## src/rtl/sle_pkg.sv

```systemverilog
// Shared constants and types for the serial line editor.
`default_nettype none
package sle_pkg;

    // Default line store size in bytes
    localparam int LINE_CAPACITY_DEF = 128;

    // Command modes
    localparam logic [1:0] MODE_RX   = 2'd0;
    localparam logic [1:0] MODE_READ = 2'd1;
    localparam logic [1:0] MODE_TAKE = 2'd2;

    // Character codes
    localparam logic [7:0] CH_BS    = 8'd8;
    localparam logic [7:0] CH_LF    = 8'd10;
    localparam logic [7:0] CH_CR    = 8'd13;
    localparam logic [7:0] CH_SPACE = 8'd32;
    localparam logic [7:0] CH_DEL   = 8'd127;

    // One result beat
    typedef struct packed {
        logic [7:0] out_byte;
        logic       is_echo;
        logic       last;
        logic       line_ready;
        logic [7:0] line_count;
    } sle_beat_t;

endpackage
`default_nettype wire

```

## src/rtl/sle_ram.sv

```systemverilog
// Generic single-port-write, registered-read RAM.
`default_nettype none
module sle_ram #(
    parameter int WIDTH = 8,
    parameter int DEPTH = 128
) (
    input  wire logic                     clk,
    input  wire logic                     we,
    input  wire logic [$clog2(DEPTH)-1:0] waddr,
    input  wire logic [WIDTH-1:0]         wdata,
    input  wire logic                     re,
    input  wire logic [$clog2(DEPTH)-1:0] raddr,
    output logic      [WIDTH-1:0]         rdata
);

    logic [WIDTH-1:0] mem [DEPTH];

    // Write port and registered read port; rdata holds when re is low
    always_ff @(posedge clk)
    begin
        if (we)
        begin
            mem[waddr] <= wdata;
        end
        if (re)
        begin
            rdata <= mem[raddr];
        end
    end

endmodule
`default_nettype wire

```

## src/rtl/sle_edit.sv

```systemverilog
// Line state, command decode, line store and result beat sequencing.
`default_nettype none
module sle_edit #(
    parameter int LINE_CAPACITY = sle_pkg::LINE_CAPACITY_DEF
) (
    input  wire logic             clk,
    input  wire logic             rst_n,
    input  wire logic             in_valid,
    output logic                  in_ready,
    input  wire logic [1:0]       mode,
    input  wire logic [7:0]       rx_byte,
    input  wire logic [6:0]       read_index,
    output logic                  beat_valid,
    input  wire logic             beat_ready,
    output sle_pkg::sle_beat_t    beat
);
    import sle_pkg::*;

    localparam int AW  = $clog2(LINE_CAPACITY);
    localparam int LW  = $clog2(LINE_CAPACITY + 1);
    localparam int CW  = (LW > 7) ? LW : 7;
    localparam int NW  = (LW > 8) ? LW : 8;
    localparam logic [LW-1:0] CAP = LW'(LINE_CAPACITY);

    typedef enum logic [1:0] {
        KIND_STATUS,
        KIND_ECHO,
        KIND_READ,
        KIND_BS
    } kind_t;

    logic [LW-1:0] line_len_reg, line_len_next;
    logic          ready_flag_reg, ready_flag_next;

    logic          s1_valid_reg, s1_valid_next;
    kind_t         s1_kind_reg, s1_kind_next;
    logic [7:0]    s1_byte_reg, s1_byte_next;
    logic          s1_hit_reg, s1_hit_next;
    logic          s1_ready_reg;
    logic [7:0]    s1_count_reg;
    logic [1:0]    s1_step_reg, s1_step_next;

    logic          accept;
    logic          wr_en;
    logic [CW-1:0] idx_ext;
    logic [NW-1:0] len_ext;
    logic [7:0]    rd_data;
    logic          beat_last;
    logic          beat_fire;

    assign accept    = in_valid && in_ready;
    assign idx_ext   = CW'(read_index);
    assign len_ext   = NW'(line_len_next);
    assign beat_fire = beat_valid && beat_ready;
    assign beat_last = (s1_kind_reg != KIND_BS) || (s1_step_reg == 2'd2);
    assign in_ready  = !s1_valid_reg || (beat_ready && beat_last);

    // Decode the incoming item and compute the new line state
    always_comb
    begin
        line_len_next   = line_len_reg;
        ready_flag_next = ready_flag_reg;
        s1_kind_next    = KIND_STATUS;
        s1_byte_next    = rx_byte;
        s1_hit_next     = CW'(line_len_reg) > idx_ext;
        wr_en           = 1'b0;
        unique case (mode)
            MODE_RX:
            begin
                if (rx_byte == CH_LF || rx_byte == CH_CR)
                begin
                    if (line_len_reg != '0)
                    begin
                        ready_flag_next = 1'b1;
                    end
                end
                else if (rx_byte >= CH_SPACE && rx_byte < CH_DEL)
                begin
                    if (line_len_reg < CAP)
                    begin
                        wr_en         = accept;
                        line_len_next = line_len_reg + LW'(1);
                        s1_kind_next  = KIND_ECHO;
                    end
                end
                else if (rx_byte == CH_DEL || rx_byte == CH_BS)
                begin
                    if (line_len_reg != '0)
                    begin
                        line_len_next = line_len_reg - LW'(1);
                        s1_kind_next  = KIND_BS;
                    end
                end
            end
            MODE_READ:
            begin
                s1_kind_next = KIND_READ;
            end
            MODE_TAKE:
            begin
                line_len_next   = '0;
                ready_flag_next = 1'b0;
            end
            default:
            begin
                s1_kind_next = KIND_STATUS;
            end
        endcase
    end

    // Line store; a read always comes at a later edge than any write before it
    sle_ram #(
        .WIDTH (8),
        .DEPTH (LINE_CAPACITY)
    ) u_store (
        .clk   (clk),
        .we    (wr_en),
        .waddr (line_len_reg[AW-1:0]),
        .wdata (rx_byte),
        .re    (accept),
        .raddr (idx_ext[AW-1:0]),
        .rdata (rd_data)
    );

    // Stage control: load on accept, step through backspace beats
    always_comb
    begin
        s1_valid_next = s1_valid_reg;
        s1_step_next  = s1_step_reg;
        if (accept)
        begin
            s1_valid_next = 1'b1;
            s1_step_next  = 2'd0;
        end
        else if (beat_fire)
        begin
            if (beat_last)
            begin
                s1_valid_next = 1'b0;
            end
            else
            begin
                s1_step_next = s1_step_reg + 2'd1;
            end
        end
    end

    // Control state
    always_ff @(posedge clk or negedge rst_n)
    begin
        if (!rst_n)
        begin
            line_len_reg   <= '0;
            ready_flag_reg <= 1'b0;
            s1_valid_reg   <= 1'b0;
            s1_step_reg    <= 2'd0;
        end
        else
        begin
            s1_valid_reg <= s1_valid_next;
            s1_step_reg  <= s1_step_next;
            if (accept)
            begin
                line_len_reg   <= line_len_next;
                ready_flag_reg <= ready_flag_next;
            end
        end
    end

    // Stage payload
    always_ff @(posedge clk)
    begin
        if (accept)
        begin
            s1_kind_reg  <= s1_kind_next;
            s1_byte_reg  <= s1_byte_next;
            s1_hit_reg   <= s1_hit_next;
            s1_ready_reg <= ready_flag_next;
            s1_count_reg <= len_ext[7:0];
        end
    end

    // Beat formation
    assign beat_valid      = s1_valid_reg;
    assign beat.line_ready = s1_ready_reg;
    assign beat.line_count = s1_count_reg;
    assign beat.last       = beat_last;

    always_comb
    begin
        unique case (s1_kind_reg)
            KIND_ECHO:
            begin
                beat.out_byte = s1_byte_reg;
                beat.is_echo  = 1'b1;
            end
            KIND_READ:
            begin
                beat.out_byte = s1_hit_reg ? rd_data : 8'd0;
                beat.is_echo  = 1'b0;
            end
            KIND_BS:
            begin
                beat.out_byte = (s1_step_reg == 2'd1) ? CH_SPACE : CH_BS;
                beat.is_echo  = 1'b1;
            end
            default:
            begin
                beat.out_byte = 8'd0;
                beat.is_echo  = 1'b0;
            end
        endcase
    end

endmodule
`default_nettype wire

```

## src/rtl/serial_line_editor.sv

```systemverilog
// Top level of the serial line editor: stream ports and output register.
//
//  channel   dir  beat contents
//  s_axis    in   mode, rx_byte, read_index
//  m_axis    out  out_byte, line_ready, line_count; is_echo on tuser; last on tlast
//
//  A new item may be taken as the last beat of the previous one leaves; a
//  backspace on a non-empty line gives the echo beats BS, space, BS from the
//  single result stage. Results pass through the result stage and then a
//  registered output. Reset clears the line length, ready flag and all valid
//  bits; the line store is not cleared. A stalled output holds its beat and
//  blocks input once the result stage is also full.
`default_nettype none
module serial_line_editor #(
    parameter int LINE_CAPACITY = sle_pkg::LINE_CAPACITY_DEF
) (
    input  wire logic        clk,
    input  wire logic        rst_n,
    input  wire logic        s_axis_tvalid,
    output logic             s_axis_tready,
    input  wire logic [23:0] s_axis_tdata,   // mode[1:0], rx_byte[9:2], read_index[16:10]
    output logic             m_axis_tvalid,
    input  wire logic        m_axis_tready,
    output logic [23:0]      m_axis_tdata,   // out_byte[7:0], line_ready[8], line_count[16:9]
    output logic             m_axis_tlast,
    output logic [0:0]       m_axis_tuser    // is_echo[0]
);
    import sle_pkg::*;

    logic      beat_valid;
    logic      beat_ready;
    sle_beat_t beat;

    logic      out_valid_reg;
    sle_beat_t out_beat_reg;

    sle_edit #(
        .LINE_CAPACITY (LINE_CAPACITY)
    ) u_edit (
        .clk        (clk),
        .rst_n      (rst_n),
        .in_valid   (s_axis_tvalid),
        .in_ready   (s_axis_tready),
        .mode       (s_axis_tdata[1:0]),
        .rx_byte    (s_axis_tdata[9:2]),
        .read_index (s_axis_tdata[16:10]),
        .beat_valid (beat_valid),
        .beat_ready (beat_ready),
        .beat       (beat)
    );

    assign beat_ready = !out_valid_reg || m_axis_tready;

    // Output register valid
    always_ff @(posedge clk or negedge rst_n)
    begin
        if (!rst_n)
        begin
            out_valid_reg <= 1'b0;
        end
        else if (beat_ready)
        begin
            out_valid_reg <= beat_valid;
        end
    end

    // Output register payload
    always_ff @(posedge clk)
    begin
        if (beat_valid && beat_ready)
        begin
            out_beat_reg <= beat;
        end
    end

    assign m_axis_tvalid = out_valid_reg;
    assign m_axis_tdata  = {7'd0, out_beat_reg.line_count, out_beat_reg.line_ready,
                            out_beat_reg.out_byte};
    assign m_axis_tlast  = out_beat_reg.last;
    assign m_axis_tuser  = out_beat_reg.is_echo;

endmodule
`default_nettype wire

```

## config.mk

```make
export PLATFORM = sky130hd
export DESIGN_NAME = serial_line_editor
export DESIGN_NICKNAME = d
export VERILOG_FILES = /design/src/rtl/sle_pkg.sv /design/src/rtl/sle_ram.sv /design/src/rtl/sle_edit.sv /design/src/rtl/serial_line_editor.sv
export SDC_FILE = /design/constraint.sdc
export NUM_CORES = 1
export LEC_CHECK = 0
export BUFFER_PORTS_ARGS = -buffer_cell sky130_fd_sc_hd__buf_4
export CORE_MARGIN = 3
export CORE_UTILIZATION = 30
export CTS_CLUSTER_SIZE = 30
export DETAILED_ROUTE_END_ITERATION = 8
export GPL_ROUTABILITY_DRIVEN = 0
export PLACE_DENSITY = 0.42
export SETUP_SLACK_MARGIN = 0.5
export SLEW_MARGIN = 25
export SYNTH_ARGS = -nofsm -noshare
export SYNTH_HDL_FRONTEND = slang
export SYNTH_HIERARCHICAL = 1
export SYNTH_SLANG_ARGS = --single-unit
export TNS_END_PERCENT = 10
```

## constraint.sdc

```tcl
create_clock -name clk -period 6.2 [get_ports clk]
set_input_delay 0.62 -clock clk [delete_from_list [all_inputs] [get_ports clk]]
set_output_delay 0.62 -clock clk [all_outputs]
set_load 0.1 [all_outputs]
```

==> impl_table.tex, run 1 <==
\begin{tabular}{lr}
\hline
Metric & Value \\
\hline
\multicolumn{2}{l}{\textbf{Critical path}} \\
Reg2reg start & u\_edit/s1\_step\_reg[0] \\
Worst Setup Path Type & input pin to flop \\
Maximum fanout along the worst path & 65 \\
Category of the worst setup path capture point & flop \\
Worst setup path startpoint & s\_axis\_tdata[7] \\
Data arrival time of the worst path & $\sim$4600 ps \\
Critical Path Source Type & input pin \\
Required time at the endpoint of the critical path & 6520 ps \\
\multicolumn{2}{l}{\textbf{Synthesis}} \\
Top flip-flop cell by instance count after synthesis & edfxtp\_1 \\
FFs w/ async S/R, synth & 1.20\% \\
Gate count of the mapped netlist & 1,895 \\
Syn. warnings & 6 \\
Share of the synthesized area in the top cell type & 75.5\% \\
Proportion of synthesized chip area in sequential cells & 76.3\% \\
Post-Synthesis Mean Instance Area & 22.5 µm² \\
Flops \& latches, synth & roughly 1,100 \\
Top cell type by total area after synthesis & edfxtp\_1 \\
Synth area leaders & edfxtp\_1 76\%, mux4\_2 18\%, nor2\_1 1.2\%, dfrtp\_1 0.76\%, clkbuf\_1 0.44\% \\
Post-synthesis cell type count & 62 \\
Summed instance area of the synthesized netlist & 42,600 µm² \\
Number of flops mapped to enable cells by yosys & 1,071 \\
\multicolumn{2}{l}{\textbf{Floorplanning}} \\
Effective utilization at floorplan & 30.4\% \\
Number of I/O pins & 56 \\
Die area & 146,000 µm² \\
Height of the die & about 380 µm \\
CORE AREA & 140,000 µm² \\
Std-Cell Rows & 137 \\
Die extent in x & 383 µm \\
\multicolumn{2}{l}{\textbf{Power}} \\
P\_leak & 14.9 nW \\
Seq pwr share & about 50\% \\
Power density over cell area & 324 nW/µm² \\
Worst-case vdd ir drop & 211 µV \\
Cell internal pwr & approximately 12 mW \\
Net switching power of the design & 3.48 mW \\
Switch share & a little over a fifth \\
Clock power frac & 41.9\% \\
Combinational fraction of design power & 6.7\% \\
\multicolumn{2}{l}{\textbf{Clock tree}} \\
CTS tree & done \\
Worst-case clock buffer depth & 3 \\
PostCTS Resize Cnt & 0 \\
Depth of the CTS H-tree & 3 \\
Source-to-sink clock delay at the later pin of the worst-skew pair & 700 ps \\
Clock edge transition at the registers on the reported setup and hold paths & 60 ps \\
Count of clock tree sinks & 1,084 \\
CTS root buf & clkbuf\_16 \\
TritonCTS buffer count & around 110 \\
\multicolumn{2}{l}{\textbf{Layout}} \\
Share of the core filled with cells in the final layout & 34.9\% \\
Register with the highest flop count & u\_edit/u\_store/mem \\
Final cell count without fillers & 3,980 \\
Net count, final & 2,049 \\
Filler cell count & around 13,000 \\
Post-route design area & 49,000 µm² \\
Area grow syn2layout & 15.0\% \\
Layout cell share with drive strength beyond 1 & 29.5\% \\
Flip-flop count of the largest register after layout & 1,024 \\
\multicolumn{2}{l}{\textbf{Routing}} \\
DRC violation count after routing & 0 \\
Detail Route Antenna Nets & 0 \\
Drt wl/cell & 27.4 µm \\
Final WL & 109,000 µm \\
Via density & 4.97 \\
DR iter-0 viols & 1,770 \\
TritonRoute pass-1 iters & 5 \\
Vias & roughly 20,000 \\
\multicolumn{2}{l}{\textbf{Timing}} \\
Slew HR & 27.7\% \\
Slew Limit Fails & 0 \\
Worst Skew & 20.1 ps \\
Worst-Margin Slew & between 1000 and 1500 ps \\
Final number of setup-violating endpoints & 0 \\
Min Tclk post-route & roughly 4300 ps \\
Fin crit share & 69.7\% \\
Setup repair after global routing missed its margin & false \\
Maximum operating frequency & about 0.23 GHz \\
Total Negative Setup Slacks & 0 ps \\
Hold Violations, Final & 0 \\
\multicolumn{2}{l}{\textbf{Min path}} \\
Class of the tightest hold or removal check & input pin to flop \\
Launch instance of the worst min-delay path & s\_axis\_tvalid \\
\multicolumn{2}{l}{\textbf{Placement}} \\
HPWL reported at the end of detailed placement & 67,700 µm \\
Placement Cell Area & 45,300 µm² \\
IO buf count & 41 \\
Placed cells & 3,771 \\
\multicolumn{2}{l}{\textbf{Global routing}} \\
Number of global-route vias before repair & 20,467 \\
Pin count of the biggest net entering global routing & between 90 and 100 \\
Overflow left after global routing & 0 \\
First-pass GRT wire length & 154,000 µm \\
Global-route total usage across every layer & roughly 15\% \\
Antenna violations before repair & 11 \\
\multicolumn{2}{l}{\textbf{Flow run}} \\
Maximum Capacitance Violations & 0 \\
\multicolumn{2}{l}{\textbf{Run status}} \\
Run status & finished clean \\
\hline
\end{tabular}
-- synth_stat cells, types with 10 or more instances --
master / n
nor2b_1: 10
edfxtp_1: 1071
ha_1: 12
dfrtp_1: 13
mux4_2: 336
nand3_1: 18
a21oi_1: 17
nor2_1: 141
buf_1: 18
clkbuf_1: 50
nand2_1: 33
inv_1: 19
buf_4: 20
o21ai_0: 10
nor3_1: 16
a22o_1: 12
buf_2: 17
-- critical path, stage by stage --
cell     delay (ps)
buf_4           540
o21ba_2         280
o21ai_1         220
or2_2           400
nor3_1          290
buf_4           240
nand3_1         610
buf_4           490
nor2_1          690
-- repair_timing --
action / in CTS / in global routing
hold endpoints to repair: 13 / 0
endpoints found under the setup margin: 0 / 0
hold buffers: 1 / 0
setup buffers: 0 / 0
-- logic make-up after synthesis --
kind of cell | share of synthesized area [%]
other | 0.00881
AO/OA/AOI/OAI | 1.28
flip-flops | 76.3
multiplexers | 18.0
buffers and inverters | 1.35
adder cells (fa/ha/maj) | 0.353
AND/OR/NAND/NOR | 2.67
-- power groups by stage --
stage | Combinational, mW | Sequential (mW) | Clock, mW
3_3_place_gp | 1.07 | 8.30 | 0
3_5_place_dp | 1.08 | 8.30 | 0
4_1_cts | 1.09 | 8.15 | 6.86
2_1_floorplan | 0.556 | 8.38 | 0
6_report | 1.06 | 8.15 | 6.64
5_1_grt | 1.14 | 8.15 | 7.16
-- layout make-up --
cell class	instances	area (µm²)	area share (%)
inverter	19	71.3	0.146
clock inverter	76	708	1.45
tap	1876	2350	4.79
multi-input combinational	692	9540	19.5
timing repair buffer	101	880	1.80
antenna	2	5.00	0.0102
sequential	1084	32500	66.4
clock buffer	130	2920	5.97
-- per-layer routing --
| metal | up-vias | global-route usage (%) | routed length (µm) |
|---|---|---|---|
| met5 | - | 0 | 0 |
| met3 | 131 | 2.43 | 6270 |
| met4 | 0 | 4.08 | 2320 |
| li1 | 8237 | - | - |
| met1 | 10818 | 21.0 | 47700 |
| met2 | 582 | 23.7 | 52600 |
-- final timing paths --
check	to	slack, ps	cells after the start
max reg2reg	u_edit/u_store/mem[43][0]	2360	10
min reg2reg	m_axis_tdata[9]	420	0
min in group asynchronous	u_edit/beat_valid	310	2
min	u_edit/beat_valid	150	2
max in group asynchronous	u_edit/line_len_reg[4]	5710	2
max	u_edit/u_store/mem[43][0]	1880	9
-- placed cells by master, fill, tap and decap left out, drive strengths merged, types with 7 or more instances in the layout --
master,count
edfxtp,1071
bufinv,13
nand2,33
nor2,141
nor2b,10
mux2,9
a22o,12
nand2b,8
a21oi,17
conb,7
clkbuf,130
nand3,19
inv,24
clkinv,53
mux4,336
ha,12
o21ai,12
dfrtp,13
buf,100
nor3,17
-- through the flow --
stage | hold slack [ps] | setup WS [ps] | power [mW]
2_1_floorplan | 324 | 2940 | 8.93
3_3_place_gp | 410 | 1130 | 9.37
3_5_place_dp | 407 | 1060 | 9.38
4_1_cts | 71.5 | 1850 | 16.1
5_1_grt | 113 | 1630 | 16.4
6_report | 150 | 1880 | 15.8
Note: power is estimated with default switching activity, not from simulation.
==> inputs of run 2 (changes only) <==
clock period = 4.27 ns   (was 6.2 ns; I/O delays follow)
==> run 2 against run 1 <==
  * Flip-flop and latch count did not move
  * Critical path depth rose by 3
  * Worst setup slack got worse by 870 ps
  * Non-clock buffer count rose by 135
  * Wire length fell by 0.19%
==> impl_table.tex, run 2 (same netlist as run 1, synthesis figures left out) <==
\begin{tabular}{lr}
\hline
Metric & Value \\
\hline
\multicolumn{2}{l}{\textbf{Min path}} \\
Class of the tightest hold or removal check & input pin to asynchronous set/reset pin \\
\multicolumn{2}{l}{\textbf{Timing}} \\
Slew Limit Fails & 0 (unchanged) \\
Final number of setup-violating endpoints & 0 (unchanged) \\
Total Negative Setup Slacks & 0 ps (unchanged) \\
Worst-Margin Slew & 910 ps (-170 ps) \\
Worst Skew & 35.8 ps (+15.6 ps) \\
Min Tclk post-route & roughly 3300 ps \\
Setup repair after global routing missed its margin & false \\
Slew HR & 39.4\% (+12 points) \\
Hold Violations, Final & 0 (unchanged) \\
Fin crit share & between 70\% and 80\% \\
Maximum operating frequency & between 0.3 and 0.4 GHz \\
Worst hold margin & 124 ps (-26.1 ps) \\
\multicolumn{2}{l}{\textbf{Routing}} \\
Vias & 20,101 (+1.7\%) \\
DR iter-0 viols & 1,789 (+1.1\%) \\
Via density & 4.88 (-1.7\%) \\
Final WL & 109,000 µm (-0.19\%) \\
Drt wl/cell & 26.4 µm (-3.5\%) \\
DRC violation count after routing & 0 (unchanged) \\
TritonRoute pass-1 iters & 7 (+2) \\
Detail Route Antenna Nets & 0 (unchanged) \\
\multicolumn{2}{l}{\textbf{Power}} \\
Power density over cell area & 458 nW/µm² (+42\%) \\
Power after layout & 22.9 mW (+44\%) \\
Worst-case vdd ir drop & 299 µV (+42\%) \\
P\_leak & 15.7 nW (+4.7\%) \\
\multicolumn{2}{l}{\textbf{Placement}} \\
IO buf count & 41 (unchanged) \\
HPWL reported at the end of detailed placement & 68,300 µm (+0.93\%) \\
\multicolumn{2}{l}{\textbf{Critical path}} \\
Data arrival time of the worst path & 3660 ps (-980 ps) \\
Worst reg2reg setup slack & 1000 ps (-1360 ps) \\
Critical Path Source Type & flop \\
Reg2reg start & u\_edit/s1\_step\_reg[0] \\
Sequence of cells on the critical path & inv\_1, ha\_1, nor2\_1, inv\_1, o211ai\_1, nor3\_1, buf\_4, nor2b\_1, nand3\_1, buf\_4, nor2\_1, buf\_4 \\
Category of the worst setup path capture point & flop \\
Required time at the endpoint of the critical path & 4670 ps (-1850 ps) \\
Maximum fanout along the worst path & 8 (-88\%) \\
Crit Reg-Reg Endpoint & u\_edit/u\_store/mem[94][2] \\
Worst setup path startpoint & u\_edit/s1\_step\_reg[0] \\
Worst Reg-to-Reg Cells & 12 (+2) \\
Worst Setup Path Type & flop to flop \\
CP most frequent cell & buf\_4 \\
Worst-path cell with the longest stage delay & nor3\_1 \\
Peak per-stage delay on the critical path & 430 ps (-260 ps) \\
\multicolumn{2}{l}{\textbf{Layout}} \\
Filler cell count & 12,986 (-0.35\%) \\
Most common cell after layout, fill and taps aside & edfxtp\_1 \\
Layout cell share with drive strength beyond 1 & 33.0\% (+3.5 points) \\
Flip-flop count of the largest register after layout & 1,024 (unchanged) \\
Net count, final & 2,188 (+6.8\%) \\
Commonest non-fill, non-tap cells in the layout & 1,071 x edfxtp\_1, 336 x mux4\_2, 216 x buf\_4 \\
Register with the highest flop count & u\_edit/u\_store/mem \\
Area grow syn2layout & 17.4\% \\
\multicolumn{2}{l}{\textbf{Clock tree}} \\
CTS tree & done \\
Worst-case clock buffer depth & 3 (unchanged) \\
TritonCTS buffer count & 115 (+3.6\%) \\
Clock edge transition at the registers on the reported setup and hold paths & 60 ps (about the same) \\
Post-CTS Setup Inserts & 0 (unchanged) \\
PostCTS Resize Cnt & 0 (unchanged) \\
Hold buffer count at cts & 4 (+3) \\
CTS root buf & clkbuf\_16 \\
Depth of the CTS H-tree & 3 (unchanged) \\
Source-to-sink clock delay at the later pin of the worst-skew pair & 710 ps (about the same) \\
Count of clock tree sinks & 1,084 (unchanged) \\
\multicolumn{2}{l}{\textbf{Floorplanning}} \\
CORE AREA & 140,000 µm² (unchanged) \\
Std-Cell Rows & 137 (unchanged) \\
Number of I/O pins & 56 (unchanged) \\
Die area & 146,000 µm² (unchanged) \\
Effective utilization at floorplan & 30.4\% (unchanged) \\
Die extent in x & 383 µm (unchanged) \\
Height of the die & 383 µm (unchanged) \\
\multicolumn{2}{l}{\textbf{Global routing}} \\
Global-route total usage across every layer & 14.8\% (about the same) \\
Pin count of the biggest net entering global routing & 97 (unchanged) \\
Overflow left after global routing & 0 (unchanged) \\
Number of global-route vias before repair & 20,877 (+2.0\%) \\
Antenna violations before repair & 13 (+2) \\
First-pass GRT wire length & 156,000 µm (+0.75\%) \\
\multicolumn{2}{l}{\textbf{Run status}} \\
Run status & finished clean \\
\multicolumn{2}{l}{\textbf{Flow run}} \\
Maximum Capacitance Violations & 0 (unchanged) \\
\hline
\end{tabular}
-- run 2: worst max-delay path, delay by kind of cell (launching register included) --
family,cells,cell delay (ps)
flip-flops,1,400
AND/OR/NAND/NOR,5,1180
AO/OA/AOI/OAI,1,250
adder cells (fa/ha/maj),1,150
buffers and inverters,5,970
-- run 2: area by class of cell --
cell class	count	area, µm²	share of cell area [%]
Timing Repair Buffer	236	1960	3.93
Clock buffer	153	3080	6.17
Tap cell	1876	2350	4.70
Antenna cell	2	5.00	0.0100
Inverter	19	71.3	0.143
Sequential cell	1084	32500	65.0
Clock inverter	55	489	0.979
Multi-Input combinational cell	692	9540	19.1
-- run 2: how the worst max path moves through the flow --
stage,cells after the start,end
final,12,u_edit/u_store/mem[94][2]
after global routing,12,u_edit/u_store/mem[94][3]
after CTS,9,u_edit/u_store/mem[25][6]
after detailed placement,9,u_edit/u_store/mem[25][3]
after global placement,9,u_edit/u_store/mem[25][6]
after floorplan,6,u_edit/u_store/rdata[0]
-- run 2: stage by stage --
| stage | area [µm²] | instances | utilization (%) | worst slack (ps) |
|---|---|---|---|---|
| CTS | 49900 | 4114 | 35.6 | 1040 |
| finish | 50000 | 4117 | 35.6 | 1000 |
| global route | 50000 | 4115 | 35.6 | 786 |
| floorplan | 42600 | 1901 | - | 1200 |
| detailed placement | 46300 | 3902 | 33.0 | 440 |
| global placement | 46300 | 3902 | 33.0 | 534 |
-- run 2: power breakdown --
part | switching [mW] | internal [mW] | leakage (nW) | total [mW]
Clock | 4.01 | 5.51 | 1.74 | 9.52
Combinational | 0.988 | 0.545 | 4.09 | 1.53
Sequential | 0.0712 | 11.8 | 9.82 | 11.8
-- run 2: routing by layer --
metal  wire length (µm)  up-vias  GRT usage, %
met5                  0        -             0
met3               5800      141          2.54
met1              49000    10943          21.1
met2              51600      514          23.5
met4               2300        0          4.03
li1                   -     8503             -
